$ cat src/servo_sweep_pulse_sequencer_macros.svh
// Assertion helpers shared by the sequencer RTL.
`ifndef SERVO_SWEEP_PULSE_SEQUENCER_MACROS_SVH
`define SERVO_SWEEP_PULSE_SEQUENCER_MACROS_SVH

// Check a property on every rising clock edge, skipped while reset is high.
`define SSPS_ASSERT(label, clk, rst, prop, msg) \
   label: assert property (@(posedge clk) disable iff (rst) (prop)) else $error(msg);

// Same check, also skipped where reset was high at the previous clock edge.
`define SSPS_ASSERT_SETTLED(label, clk, rst, prop, msg) \
   `SSPS_ASSERT(label, clk, rst, (!$past(rst) |-> (prop)), msg)

`endif

$ cat src/sspseq_pkg.sv
package sspseq_pkg;

   // Frame ticks per second of dwell.
   localparam int unsigned TICKS_PER_SECOND_DEFAULT = 32;

   // Register limits and reset values.
   localparam int unsigned DWELL_MAX   = 65535;
   localparam logic [6:0]  SWING_MAX   = 7'd90;
   localparam logic [6:0]  SWING_RESET = 7'd45;
   localparam logic [15:0] DWELL_RESET = 16'd1;

   // Pulse widths in microseconds.
   localparam logic [10:0] PULSE_CENTER   = 11'd1499;
   localparam logic [10:0] PULSE_SIDE_A   = 11'd999;
   localparam logic [10:0] PULSE_SIDE_B   = 11'd1000;
   localparam logic [10:0] PULSE_MIN      = 11'd999;
   localparam logic [10:0] PULSE_MAX      = 11'd1999;

   // Fixed-point scale: slightly above 50 * 2^16 / 9; the side B bias folds in the -9 / 18 trim.
   localparam logic [26:0] PULSE_SCALE    = 27'd364100;
   localparam logic [26:0] SIDE_B_BIAS    = 27'd32769;

   typedef enum logic [1:0] {
      CSR_SWING_ANGLE   = 2'd0,
      CSR_DWELL_SECONDS = 2'd1
   } csr_index_type;

   typedef enum logic [1:0] {
      PHASE_CENTER_A = 2'd0,
      PHASE_SIDE_A   = 2'd1,
      PHASE_CENTER_B = 2'd2,
      PHASE_SIDE_B   = 2'd3
   } phase_type;

endpackage

$ cat src/sspseq_pulse.sv
module sspseq_pulse
   import sspseq_pkg::*;
(
   input  logic [6:0]  swing_angle,
   input  phase_type   phase,
   output logic [10:0] pulse_width_us
);

   logic [6:0]  angle_eff;
   logic [7:0]  operand;
   logic [26:0] product;
   logic [26:0] scaled;

   // Clamp the swing to a quarter turn
   assign angle_eff = (swing_angle > SWING_MAX) ? SWING_MAX : swing_angle;

   // Side A uses 90 - a, side B uses 90 + a; one shared scale multiply
   assign operand = (phase == PHASE_SIDE_B) ? ({1'b0, SWING_MAX} + {1'b0, angle_eff})
                                            : ({1'b0, SWING_MAX} - {1'b0, angle_eff});
   assign product = {19'd0, operand} * PULSE_SCALE;
   assign scaled  = (phase == PHASE_SIDE_B) ? (product - SIDE_B_BIAS) : product;

   // Select the width for the phase
   always_comb begin
      case (phase)
         PHASE_SIDE_A: pulse_width_us = PULSE_SIDE_A + scaled[26:16];
         PHASE_SIDE_B: pulse_width_us = PULSE_SIDE_B + scaled[26:16];
         default:      pulse_width_us = PULSE_CENTER;
      endcase
   end

endmodule

$ cat src/servo_sweep_pulse_sequencer.sv
// Channel   Direction  Handshake              Payload
// req       in         req_valid / req_stall  req_tick
// rsp       out        rsp_valid / rsp_stall  rsp_pulse_width_us, rsp_sweep_phase,
//                                             rsp_phase_advanced
// csr       in         csr_valid / csr_ready  csr_index, csr_data
//
// One transaction per cycle unless a result is stalled; a result appears the cycle
// after its request is taken, from the single register after the pulse multiplier.
// Reset returns the sweep to phase 0, clears the tick counter, swing 45, dwell 1 s.
// A stalled result holds the request side while rsp_stall stays high.
`include "servo_sweep_pulse_sequencer_macros.svh"

module servo_sweep_pulse_sequencer
   import sspseq_pkg::*;
#(
   parameter int unsigned TicksPerSecond = TICKS_PER_SECOND_DEFAULT
)
(
   input  logic        clock,
   input  logic        reset,

   input  logic        req_valid,
   output logic        req_stall,
   input  logic        req_tick,

   output logic        rsp_valid,
   input  logic        rsp_stall,
   output logic [10:0] rsp_pulse_width_us,
   output logic [1:0]  rsp_sweep_phase,
   output logic        rsp_phase_advanced,

   input  logic        csr_valid,
   output logic        csr_ready,
   input  logic [1:0]  csr_index,
   input  logic [15:0] csr_data
);

   localparam int unsigned CntWidth = $clog2(DWELL_MAX * TicksPerSecond + 1);

   logic [6:0]          swing_ff;
   logic [15:0]         dwell_ff;
   phase_type           phase_ff, phase_in;
   logic [CntWidth-1:0] count_ff, count_in;

   logic                rsp_valid_ff, rsp_valid_in;
   logic [10:0]         pulse_ff;
   phase_type           rsp_phase_ff;
   logic                advanced_ff, advanced_in;

   logic                req_accept;
   logic [15:0]         dwell_eff;
   logic [CntWidth-1:0] period;
   logic [CntWidth:0]   count_inc;
   logic                wrap;
   logic [10:0]         pulse_width;

   // Configuration writes are always taken
   assign csr_ready = 1'b1;

   always_ff @(posedge clock) begin
      if (reset) begin
         swing_ff <= SWING_RESET;
         dwell_ff <= DWELL_RESET;
      end else if (csr_valid && csr_ready) begin
         case (csr_index)
            CSR_SWING_ANGLE:   swing_ff <= csr_data[6:0];
            CSR_DWELL_SECONDS: dwell_ff <= csr_data;
            default: ;
         endcase
      end
   end

   // Hold requests only while a result waits and is stalled
   assign req_stall  = rsp_valid_ff && rsp_stall;
   assign req_accept = req_valid && !req_stall;

   // Phase period in ticks; zero dwell acts as one second
   assign dwell_eff = (dwell_ff == 16'd0) ? 16'd1 : dwell_ff;
   assign period    = CntWidth'(dwell_eff) * CntWidth'(TicksPerSecond);
   assign count_inc = {1'b0, count_ff} + {{CntWidth{1'b0}}, 1'b1};
   assign wrap      = count_inc >= {1'b0, period};

   sspseq_pulse u_pulse (
      .swing_angle    (swing_ff),
      .phase          (phase_ff),
      .pulse_width_us (pulse_width)
   );

   // Advance the tick counter and the sweep phase
   always_comb begin
      phase_in    = phase_ff;
      count_in    = count_ff;
      advanced_in = 1'b0;
      if (req_accept && req_tick) begin
         if (wrap) begin
            count_in    = '0;
            phase_in    = phase_type'(phase_ff + 2'd1);
            advanced_in = 1'b1;
         end else begin
            count_in = count_inc[CntWidth-1:0];
         end
      end
   end

   // Result valid: load on accept, drop when taken
   always_comb begin
      rsp_valid_in = rsp_valid_ff;
      if (req_accept) begin
         rsp_valid_in = 1'b1;
      end else if (!rsp_stall) begin
         rsp_valid_in = 1'b0;
      end
   end

   always_ff @(posedge clock) begin
      if (reset) begin
         phase_ff     <= PHASE_CENTER_A;
         count_ff     <= '0;
         rsp_valid_ff <= 1'b0;
      end else begin
         phase_ff     <= phase_in;
         count_ff     <= count_in;
         rsp_valid_ff <= rsp_valid_in;
      end
   end

   // Capture the result payload
   always_ff @(posedge clock) begin
      if (req_accept) begin
         pulse_ff     <= pulse_width;
         rsp_phase_ff <= phase_ff;
         advanced_ff  <= advanced_in;
      end
   end

   assign rsp_valid          = rsp_valid_ff;
   assign rsp_pulse_width_us = pulse_ff;
   assign rsp_sweep_phase    = rsp_phase_ff;
   assign rsp_phase_advanced = advanced_ff;

   `SSPS_ASSERT(a_phase_step, clock, reset, ((req_accept && req_tick && wrap) |=> (phase_ff == phase_type'($past(phase_ff) + 2'd1))), "phase did not step on wrap")
   `SSPS_ASSERT(a_count_bound, clock, reset, ((req_accept && req_tick) |=> (count_ff < $past(period))), "tick count not below period")
   `SSPS_ASSERT(a_idle_hold, clock, reset, ((req_accept && !req_tick) |=> ((count_ff == $past(count_ff)) && (phase_ff == $past(phase_ff)))), "idle request changed state")
   `SSPS_ASSERT_SETTLED(a_pulse_range, clock, reset, (rsp_valid |-> ((rsp_pulse_width_us >= PULSE_MIN) && (rsp_pulse_width_us <= PULSE_MAX))), "pulse width out of range")

endmodule
$ cat config.mk
export PLATFORM = sky130hd
export DESIGN_NAME = servo_sweep_pulse_sequencer
export DESIGN_NICKNAME = d
export VERILOG_FILES = /design/src/sspseq_pkg.sv /design/src/sspseq_pulse.sv /design/src/servo_sweep_pulse_sequencer.sv
export VERILOG_INCLUDE_DIRS = /design/src /design/src/src
export SDC_FILE = /design/constraint.sdc
export NUM_CORES = 1
export LEC_CHECK = 0
export BUFFER_PORTS_ARGS = -buffer_cell sky130_fd_sc_hd__buf_2
export CORE_MARGIN = 4
export CORE_UTILIZATION = 55
export DETAILED_ROUTE_END_ITERATION = 8
export PLACE_DENSITY_LB_ADDON = 0.2
export SLEW_MARGIN = 10
export SYNTH_ARGS = -nofsm -noshare
export SYNTH_HDL_FRONTEND = slang
export SYNTH_SLANG_ARGS = --single-unit
$ cat constraint.sdc
create_clock -name clock -period 10.8 [get_ports clock]
set_input_delay 0.54 -clock clock [delete_from_list [all_inputs] [get_ports clock]]
set_output_delay 0.54 -clock clock [all_outputs]
set_load 0.1 [all_outputs]
==> results.tsv <==
stage	metric	value	unit
outcome	status	complete, no violations	
final_layout	Finished Cell Area	6970	µm²
timing	Setup Total Neg Slack	0	ns
timing	final setup vio count	0	
global_routing	GRT Total Usage	23.1	%
routing	post-route ant nets	0	
critical_path	cell mode on critical path	inv_1	
yosys	synth top area cells	ha_1 16%, dfxtp_1 15%, edfxtp_1 6.6%	
clocking	clock transition at the registers of the reported paths	0.06	ns
clocking	maximum clock path buffer count	2	
yosys	FF+latch count, synth	61	
floorplan	FP Rows	39	
placed_design	Post-Place Worst Slack	1.91	ns
critical_path	critical path type	flip-flop to flip-flop	
critical_path	Slowest-stage cell, CP	dfxtp_1	
floorplan	# IOs	41	
yosys	sequential share of the synthesized area	21.3	%
floorplan	die extent in y	116	µm
routing	DRC viols	0	
power_and_ir_drop	power per standard cell area	318	nW/µm²
yosys	number of synthesized flops with an enable pin	14	
routing	routed vias	5866	
global_routing	global route overflow	0	
yosys	largest area contributor in the netlist	ha_1	
routing	First DRT Iteration DRCs	387	
yosys	Post-synth top cells	90 x inv_1, 83 x ha_1, 82 x nand2_1	
yosys	Post-Synthesis Cells	807	
yosys	count leader, synth	inv_1	
critical_path	crit end category	flip-flop	
clocking	TritonCTS sink count	61	
yosys	share of the synthesized area in the top cell type	16.2	%
global_routing	largest net degree at the start of global routing	48	
floorplan	die footprint	13400	µm²
power_and_ir_drop	worst vdd ir	0.000232	V
worst_hold_path	min-delay worst type	primary input to flip-flop	
global_routing	global-route wire length before repair	25.3	mm
clocking	Post-CTS Setup Bufs	0	
global_routing	antenna violations before repair	0	
timing	crit share post-route	83.4	%
timing	post-route minimum period	9.01	ns
timing	fmax	111	MHz
run	number of max-cap violations	0	
yosys	synthesized area per cell	7.92	µm²
routing	DR pass1 iterations	5	
timing	RSZ-0062 raised after global routing	no	
timing	Final WS setup	1.79	ns
clocking	clk_lat worst skew	0.34	ns
clocking	CTS Hold Bufs	0	
clocking	post-cts sizing count	0	
final_layout	ANT cells	0	
timing	Slew HR	31.4	%
timing	Fin Clk Skew	0.0146	ns
timing	Worst Tran Pin Value	1.02	ns
timing	Fin. Hold Viols	0	
yosys	async set-reset flop share out of synthesis	0	%
placed_design	HPWL after detailed placement	11.6	mm
floorplan	core area	11400	µm²
final_layout	FILL cells	1027	
routing	WL final	15.2	mm
global_routing	vias in the first global route	5489	
placed_design	DP Area	6650	µm²
yosys	Syn Nets	934	
power_and_ir_drop	Leakage	2.92	nW
placed_design	RePlAce Congestion	0.884	
critical_path	critical path arrival	9.08	ns
timing	Hold Slack	0.433	ns
final_layout	fin util	61.0	%
yosys	ys flop type	dfxtp_1	
routing	post-DR vias/cell	6.02	
timing	max-slew violations	0	
clocking	TritonCTS Buffers	9	
clocking	TritonCTS clock tree	built	
final_layout	area growth from synthesis to layout	8.94	%
placed_design	port bufs	39	
critical_path	required time of the critical path	10.88	ns
critical_path	Worst Setup Start Kind	flip-flop	
final_layout	share of cells above drive strength 1	9.27	%
critical_path	CP Max Fanout	9	
yosys	Cell Area, Synth	6390	µm²
final_layout	Final #Nets	953	
yosys	YS warnings	0	
yosys	count of cell types in the netlist	75	
floorplan	Initial Util	56.0	%
critical_path	Crit path largest cell delay	0.51	ns
clocking	clk root buf	clkbuf_16	
clocking	H-Tree Depth	3	
routing	WL/cell	15.6	µm
floorplan	Die Wd	116	µm
## layout by cell type, fill, tap and decap left out, drive strengths merged, types with 10 or more instances in the layout
cell     n
nor2b   10
xor2    14
nand2   82
nor2    49
inv     92
o21a    11
nor3    20
o211ai  11
o21ai   36
xnor2   22
clkbuf  10
nor4    11
buf     40
nand3   41
a31oi   14
ha      83
fa      20
a21oi   64
dfxtp   47
edfxtp  14
## report_power, final
| group | total (mW) | internal [mW] | switching, mW |
|---|---|---|---|
| logic | 1.67 | 0.634 | 1.03 |
| clock network | 0.305 | 0.193 | 0.112 |
| registers | 0.244 | 0.239 | 0.00517 |
| total | 2.22 | 1.07 | 1.15 |
## metrics by stage
step                total power, mW  std cells
CTS                            2.19        974
global placement               1.82        958
floorplan                      1.57        807
detailed placement             1.87        958
finish                         2.22        974
global route                   2.43        974
## state kept, by name, summed over array words and instances, names as in the netlist
register / flops
phase_ff: 2
swing_ff: 7
rsp_phase_advanced: 1
rsp_sweep_phase: 2
rsp_pulse_width_us: 11
rsp_valid: 1
dwell_ff: 16
count_ff: 21
## critical path: cells and delay by family (launching register included)
family	cells	cell delay, ns
xor+xnor	1	0.22
simple gates	6	1.87
flops	1	0.51
buf+inv	5	0.55
mux	1	0.33
fa+ha+maj	7	2.62
compound gates	10	2.64
## kinds of logic (layout without fill, tap and decap cells)
family / after synthesis / after routing / share of synthesized area [%]
xor+xnor: 36 / 36 / 5.05
other cells: 1 / 1 / 0.0587
flops: 61 / 61 / 21.3
compound gates: 205 / 205 / 21.3
fa+ha+maj: 103 / 103 / 22.5
simple gates: 270 / 270 / 21.2
mux: 8 / 8 / 1.27
buf+inv: 123 / 147 / 7.32
## final cells by class
cell class	instances	area (µm²)	area share, %
clock inverters	6	66.3	0.952
clock buffers	10	250	3.59
inverters	91	342	4.90
well taps	143	179	2.57
flip-flops and latches	61	1360	19.5
multi-input cells	623	4560	65.5
repair buffers	40	203	2.91
## path summary, 6_finish.rpt
kind	from	endpoint	slack, ns	cells after the start
hold / removal	csr_data[10]	dwell_ff[10]	0.43	3
setup / recovery	swing_ff[4]	rsp_pulse_width_us[9]	1.79	30
setup reg to reg	swing_ff[4]	rsp_pulse_width_us[9]	1.79	30
hold reg to reg	count_ff[20]	count_ff[20]	0.46	2
## metal layers
metal	up-vias	GRT usage, %	part of all wire [%]
met4	0	5.96	1.0
met3	25	4.54	4.4
met5	-	0	0
li1	2918	-	-
met2	148	37.4	46
met1	2775	31.8	48
Power figures use the tool's default switching activity.
